## src/hdl/alte_pkg.sv

```systemverilog
`default_nettype none
package alte_pkg;

    localparam int DEPTH_DEF      = 256;
    localparam int WORD_WIDTH_DEF = 32;

    localparam logic [8:0] CAP_RESET = 9'd256;

    localparam logic [2:0] CMD_APPEND  = 3'd0;
    localparam logic [2:0] CMD_REPLACE = 3'd1;
    localparam logic [2:0] CMD_READ    = 3'd2;
    localparam logic [2:0] CMD_POP     = 3'd3;
    localparam logic [2:0] CMD_DELETE  = 3'd4;
    localparam logic [2:0] CMD_FIND    = 3'd5;
    localparam logic [2:0] CMD_CLEAR   = 3'd6;

    localparam logic [1:0] ST_OK    = 2'd0;
    localparam logic [1:0] ST_FULL  = 2'd1;
    localparam logic [1:0] ST_EMPTY = 2'd2;
    localparam logic [1:0] ST_INDEX = 2'd3;

    localparam logic REG_CAPACITY = 1'b0;

    typedef struct packed {
        logic [2:0]         command;
        logic signed [31:0] value;
        logic [7:0]         index;
    } t_cmd_item;

    typedef struct packed {
        logic [1:0]         status;
        logic signed [31:0] read_data;
        logic               found;
        logic [8:0]         entry_count;
    } t_res_item;

endpackage
`default_nettype wire

```

## src/hdl/alte_seq.sv

```systemverilog
`default_nettype none
module alte_seq #(
    parameter int DEPTH      = alte_pkg::DEPTH_DEF,
    parameter int WORD_WIDTH = alte_pkg::WORD_WIDTH_DEF,
    localparam int AW        = (DEPTH > 1) ? $clog2(DEPTH) : 1,
    localparam int CW        = $clog2(DEPTH + 1),
    localparam int XW        = (CW > 9) ? CW : 9
) (
    input  wire logic                  i_clk,
    input  wire logic                  i_rst_n,
    input  wire logic [8:0]            i_cap,
    input  wire logic                  start,
    input  wire alte_pkg::t_cmd_item   i_cmd,
    output logic                       busy,
    output logic                       o_res_valid,
    output alte_pkg::t_res_item        o_res,
    output logic                       o_mem_we,
    output logic [AW-1:0]              o_mem_waddr,
    output logic [WORD_WIDTH-1:0]      o_mem_wdata,
    output logic [AW-1:0]              o_mem_raddr,
    input  wire logic [WORD_WIDTH-1:0] i_mem_rdata
);

    localparam logic [2:0] S_IDLE = 3'd0;
    localparam logic [2:0] S_EXEC = 3'd1;
    localparam logic [2:0] S_RDW  = 3'd2;
    localparam logic [2:0] S_DEL  = 3'd3;
    localparam logic [2:0] S_FIND = 3'd4;

    logic [2:0]            r_state, n_state;
    logic [2:0]            r_cmd, n_cmd;
    logic [WORD_WIDTH-1:0] r_word, n_word;
    logic [7:0]            r_idx, n_idx;
    logic [CW-1:0]         r_count, n_count;
    logic [CW-1:0]         r_ptr, n_ptr;
    logic                  r_pend, n_pend;
    logic [AW-1:0]         r_pa, n_pa;
    logic                  r_valid, n_valid;
    alte_pkg::t_res_item   r_res, n_res;

    logic [XW-1:0] cap_x, eff_cap, cnt_x, idx_x, ptr_x;
    logic          empty, full, idx_bad, ptr_lt, eq;
    logic [63:0]   vext;
    logic signed [WORD_WIDTH-1:0] rd_s;
    logic signed [63:0]           rd_l;

    logic        fin;
    logic [1:0]  res_st;
    logic [31:0] res_rd;
    logic        res_found;

    // shared compare unit
    assign cap_x   = XW'(i_cap);
    assign cnt_x   = XW'(r_count);
    assign idx_x   = XW'(r_idx);
    assign ptr_x   = XW'(r_ptr);
    assign empty   = (r_count == '0);
    assign full    = (cnt_x >= eff_cap);
    assign idx_bad = (idx_x >= cnt_x);
    assign ptr_lt  = (ptr_x < cnt_x);
    assign eq      = (i_mem_rdata == r_word);

    assign vext = {{32{i_cmd.value[31]}}, i_cmd.value};
    assign rd_s = i_mem_rdata;
    assign rd_l = 64'(rd_s);

    always_comb begin
        eff_cap = cap_x;
        if (cap_x == '0) begin
            eff_cap = XW'(1);
        end else if (cap_x > XW'(DEPTH)) begin
            eff_cap = XW'(DEPTH);
        end
    end

    always_comb begin
        n_state     = r_state;
        n_cmd       = r_cmd;
        n_word      = r_word;
        n_idx       = r_idx;
        n_count     = r_count;
        n_ptr       = r_ptr;
        n_pend      = r_pend;
        n_pa        = r_pa;
        n_valid     = 1'b0;
        n_res       = r_res;
        o_mem_we    = 1'b0;
        o_mem_waddr = AW'(r_count);
        o_mem_wdata = r_word;
        o_mem_raddr = AW'(r_ptr);
        fin         = 1'b0;
        res_st      = alte_pkg::ST_OK;
        res_rd      = '0;
        res_found   = 1'b0;

        case (r_state)
            S_IDLE: begin
                if (start) begin
                    n_cmd   = i_cmd.command;
                    n_word  = vext[WORD_WIDTH-1:0];
                    n_idx   = i_cmd.index;
                    n_state = S_EXEC;
                end
            end
            S_EXEC: begin
                case (r_cmd)
                    alte_pkg::CMD_APPEND: begin
                        fin = 1'b1;
                        if (full) begin
                            res_st = alte_pkg::ST_FULL;
                        end else begin
                            o_mem_we = 1'b1;
                            n_count  = r_count + CW'(1);
                        end
                    end
                    alte_pkg::CMD_REPLACE: begin
                        fin = 1'b1;
                        if (empty) begin
                            if (full) begin
                                res_st = alte_pkg::ST_FULL;
                            end else begin
                                o_mem_we = 1'b1;
                                n_count  = r_count + CW'(1);
                            end
                        end else if (idx_bad) begin
                            res_st = alte_pkg::ST_INDEX;
                        end else begin
                            o_mem_we    = 1'b1;
                            o_mem_waddr = AW'(r_idx);
                        end
                    end
                    alte_pkg::CMD_READ: begin
                        if (empty) begin
                            fin    = 1'b1;
                            res_st = alte_pkg::ST_EMPTY;
                        end else if (idx_bad) begin
                            fin    = 1'b1;
                            res_st = alte_pkg::ST_INDEX;
                        end else begin
                            o_mem_raddr = AW'(r_idx);
                            n_state     = S_RDW;
                        end
                    end
                    alte_pkg::CMD_POP: begin
                        fin = 1'b1;
                        if (empty) begin
                            res_st = alte_pkg::ST_EMPTY;
                        end else begin
                            n_count = r_count - CW'(1);
                        end
                    end
                    alte_pkg::CMD_DELETE: begin
                        if (empty) begin
                            fin    = 1'b1;
                            res_st = alte_pkg::ST_EMPTY;
                        end else if (idx_bad) begin
                            fin    = 1'b1;
                            res_st = alte_pkg::ST_INDEX;
                        end else begin
                            n_ptr   = CW'(idx_x + XW'(1));
                            n_pend  = 1'b0;
                            n_state = S_DEL;
                        end
                    end
                    alte_pkg::CMD_FIND: begin
                        if (empty) begin
                            fin    = 1'b1;
                            res_st = alte_pkg::ST_EMPTY;
                        end else begin
                            n_ptr   = '0;
                            n_pend  = 1'b0;
                            n_state = S_FIND;
                        end
                    end
                    alte_pkg::CMD_CLEAR: begin
                        fin     = 1'b1;
                        n_count = '0;
                    end
                    default: begin
                        fin = 1'b1;
                    end
                endcase
            end
            S_RDW: begin
                fin    = 1'b1;
                res_rd = rd_l[31:0];
            end
            S_DEL: begin
                // read one entry ahead, write it one slot down in the following cycle
                if (r_pend) begin
                    o_mem_we    = 1'b1;
                    o_mem_waddr = r_pa;
                    o_mem_wdata = i_mem_rdata;
                end
                if (ptr_lt) begin
                    o_mem_raddr = AW'(r_ptr);
                    n_pend      = 1'b1;
                    n_pa        = AW'(r_ptr - CW'(1));
                    n_ptr       = r_ptr + CW'(1);
                end else begin
                    n_pend = 1'b0;
                    if (!r_pend) begin
                        fin     = 1'b1;
                        n_count = r_count - CW'(1);
                    end
                end
            end
            S_FIND: begin
                if (r_pend && eq) begin
                    fin       = 1'b1;
                    res_found = 1'b1;
                end else if (ptr_lt) begin
                    o_mem_raddr = AW'(r_ptr);
                    n_pend      = 1'b1;
                    n_ptr       = r_ptr + CW'(1);
                end else begin
                    fin = 1'b1;
                end
            end
            default: begin
                n_state = S_IDLE;
            end
        endcase

        if (fin) begin
            n_state             = S_IDLE;
            n_valid             = 1'b1;
            n_res.status        = res_st;
            n_res.read_data     = res_rd;
            n_res.found         = res_found;
            n_res.entry_count   = 9'(n_count);
        end
    end

    always_ff @(posedge i_clk) begin
        if (!i_rst_n) begin
            r_state <= S_IDLE;
            r_count <= '0;
            r_pend  <= 1'b0;
            r_valid <= 1'b0;
        end else begin
            r_state <= n_state;
            r_count <= n_count;
            r_pend  <= n_pend;
            r_valid <= n_valid;
        end
        r_cmd  <= n_cmd;
        r_word <= n_word;
        r_idx  <= n_idx;
        r_ptr  <= n_ptr;
        r_pa   <= n_pa;
        r_res  <= n_res;
    end

    assign busy        = (r_state != S_IDLE);
    assign o_res_valid = r_valid;
    assign o_res       = r_res;

    a_count_bound: assert property (@(posedge i_clk) disable iff (!i_rst_n)
        XW'(r_count) <= XW'(DEPTH))
        else $error("entry count beyond depth");

    a_count_moves_with_result: assert property (@(posedge i_clk) disable iff (!i_rst_n)
        $past(i_rst_n) && (r_count != $past(r_count)) |-> r_valid)
        else $error("entry count changed without a result");

    a_write_only_busy: assert property (@(posedge i_clk) disable iff (!i_rst_n)
        o_mem_we |-> (r_state != S_IDLE))
        else $error("store written while idle");

    a_walk_bound: assert property (@(posedge i_clk) disable iff (!i_rst_n)
        (r_state == S_DEL || r_state == S_FIND) |-> (ptr_x <= cnt_x))
        else $error("walk pointer past last entry");

    a_result_after_work: assert property (@(posedge i_clk) disable iff (!i_rst_n)
        r_valid |-> (r_state == S_IDLE))
        else $error("result shown while still busy");

endmodule
`default_nettype wire

```

## config.mk

```make
export PLATFORM = sky130hd
export DESIGN_NAME = alte_seq
export DESIGN_NICKNAME = d
export VERILOG_FILES = /design/src/hdl/alte_pkg.sv /design/src/hdl/alte_seq.sv
export SDC_FILE = /design/constraint.sdc
export NUM_CORES = 1
export LEC_CHECK = 0
export ABC_AREA = 1
export BUFFER_PORTS_ARGS = -buffer_cell sky130_fd_sc_hd__buf_2
export CAP_MARGIN = 25
export CORE_AREA = 2 2 140 142
export DETAILED_ROUTE_END_ITERATION = 7
export DIE_AREA = 0 0 142 144
export PLACE_DENSITY = 0.72
export SYNTH_ARGS = -nofsm -noshare
export SYNTH_HDL_FRONTEND = slang
export SYNTH_SLANG_ARGS = --single-unit
```

## constraint.sdc

```tcl
create_clock -name i_clk -period 3.5 [get_ports i_clk]
set_clock_uncertainty 0.1 [all_clocks]
set_input_delay 0.35 -clock i_clk [delete_from_list [all_inputs] [get_ports i_clk]]
set_output_delay 0.35 -clock i_clk [all_outputs]
set_load 0.01 [all_outputs]
```

==> out/results.txt <==
most frequent cells in the layout -> 296 x nand2_1, 181 x buf_2, 127 x inv_1
xor/xnor share of the synthesized area -> 0.0335
Port Buf Inserts -> 181
GRT Util Overall -> 0.232
Yosys reg bits -> 118
final worst slack -> 216 ps
total grt overflow -> 0
worst-case clock buffer depth -> 2
Post-Synthesis Net Count -> 1131
share of layout cells above drive strength 1 -> 0.236
worst slew pin tran -> 836 ps
Syn. warnings -> 0
Antenna Nets Post-Route -> 0
Compound-Gate Fraction of Synth Area -> 0.102
initial core utilization -> 0.411
die width -> 142 um
setup TNS -> 0 ps
Mapped Cells -> 1014
Worst VDD drop -> 582 uV
HPWL Detailed -> 17500 um
H-tree depth -> 4
io pins -> 182
max-cap viol count -> 0
slew margin rel. -> 0.441
Final Hold Vio Count -> 0
Mapped Area -> 0.00784 mm2
Num CTS Buffers -> 17
simple-gate share of the synthesized area -> 0.292
post-synth top area share -> 0.398
status -> finished clean
dpl ws -> 317 ps
initial DRC count -> 528
fin. max-slew vios -> 0
later-pin clock latency in the skew report -> 420 ps
via count -> 7536
Worst setup EP type -> output port
average size of a mapped cell -> 7.73 um2
WHS -> 14.5 ps
DIE HEIGHT -> 144 um
PwrDens -> 813 mW/mm2
crit path max fanout -> 9
layout overhead on the synthesized area -> 28.9%
vias per cell -> 5.04
Core Box Area -> 0.0191 mm2
Final Routed Wirelength -> 23200 um
ys async rst share -> 0
Synth cell types -> 49
Peak Freq -> 0.304 GHz
Critical Path AT -> 2830 ps
wire per inst -> 15.5 um
largest net degree at the start of global routing -> 33
CTS tree -> built
Layout Utilization -> 0.530
Hold WC Path Type -> in -> reg
Period Utilization, post-route -> 0.938
Pre-antenna DRT Iters -> 5
clk sinks -> 118
number of global-route vias before repair -> 7160
clock root buffer master -> clkbuf_16
number of synthesized flops with an enable pin -> 104
Final min period -> 3280 ps
DRC -> 0
Final nets -> 1361
RSZ-0062 raised after global routing -> no
CP startpoint kind -> register
area leader, netlist -> edfxtp_1
mux contribution to synthesized area -> 0
largest family of logic cells by synthesized area -> simple AND/OR/NAND/NOR gates
dominant synthesized flop cell -> edfxtp_1
# setup viols final -> 0
die area -> 0.0204 mm2
CP required -> 3050 ps
post-CTS setup buffer count -> 0
commonest non-fill, non-tap cell in the layout -> nand2_1
Cell Rows -> 51
CTS clock-pin slew for the worst setup and hold paths -> 60 ps
register area share after synthesis -> 0.434
leak pwr -> 4.76 nW
Tot Pwr -> 8.22 mW
initial antenna violation count -> 1
Synth Area in Adders -> 0.0479
Area contributors post-synth -> edfxtp_1 40%, nand2_1 14%, inv_1 6.1%, nor2_1 5.1%, ha_1 4.8%
CP Class -> reg -> out
RePlAce Congestion -> 0.915
first-pass GRT wire length -> 36600 um
==> per-layer routing <==
layer,track usage,wire (um)
met3,0.0331,1380
met5,0,0
met4,0.0984,690
met2,0.369,10600
met1,0.317,10500
==> metrics by stage <==
step,instances,instance area [um2]
final,1496,10100
after global routing,1496,10100
after CTS,1495,10100
after detailed placement,1427,9080
after global placement,1427,9080
after floorplan,1014,7840
==> worst paths after layout <==
check	startpoint	end	slack, ps	depth (start not counted)
min reg2reg	r_state[0]$_SDFFE_PP0P_	r_state[0]$_SDFFE_PP0P_	430	4
max reg2reg	cnt_x[7]$_SDFF_PN0_	o_res[5]$_DFFE_PP_	610	11
max	cnt_x[7]$_SDFF_PN0_	o_mem_waddr[2]	220	14
min	i_cmd[25]	r_word[17]$_DFFE_PP_	10	1
==> cells by family (layout without fill, tap and decap cells) <==
group           Yosys count  after routing
compound gates          142            142
xor+xnor                 30             30
fa+ha+maj                30             30
buf+inv                 175            418
flops                   118            118
other cells               0              1
simple gates            519            519
==> flip-flops by register name, indices dropped and copies added, names as in the netlist, 3 cells and up <==
register  flops
o_res        44
r_word       32
cnt_x         9
ptr_x         9
r_idx         8
r_pa          8
r_cmd         3
r_state       3
==> cell type report <==
cell class / count / area [um2]
multi-input cells: 721 / 3730
inverters: 146 / 559
clock inverters: 13 / 218
flip-flops and latches: 118 / 3400
diodes: 1 / 2.50
well taps: 238 / 298
clock buffers: 19 / 443
fillers: 1796 / 8970
repair buffers: 240 / 1450
==> power by group <==
group	internal [mW]	leakage, nW	total [mW]	switching (mW)
combinational	1.22	3.34	3.64	2.42
sequential	2.32	1.11	2.62	0.298
clock	1.29	0.315	1.97	0.674
==> timing repair <==
item                       4_1_cts  5_1_grt
hold endpoints to repair        36        0
gates resized for setup          0        1
hold buffers                    36        0
setup endpoints to repair        0        8
==> cells in the mapped netlist (2+ instances only) <==
cell type	instances
a21oi_1	45
a21oi_4	2
buf_2	8
buf_4	4
buf_6	3
clkbuf_1	14
dfxtp_1	14
edfxtp_1	104
ha_1	30
inv_1	127
inv_2	14
inv_4	2
nand2_1	297
nand2_2	8
nand2_4	2
nand3_1	59
nand3_2	2
nand3_4	4
nand4_1	11
nand4_2	2
nor2_1	107
nor2_2	7
nor2_4	8
nor3_1	5
nor3b_1	3
o21ai_0	67
o21ai_1	7
o21ai_2	2
o22ai_1	8
xnor2_1	7
xor2_1	23
==> worst max-delay path: stages (launching register included) <==
cell and delay, ps:
dfxtp_2 470, clkinv_1 210, ha_1 330, inv_1 60, nor2_1 30, a21boi_1 150, nand2_1 80, inv_2 70
nand3_4 160, inv_2 200, nand2_2 90, a21oi_1 140, o21ai_0 130, o21ai_1 130, buf_2 160
Power figures use the tool's default switching activity.
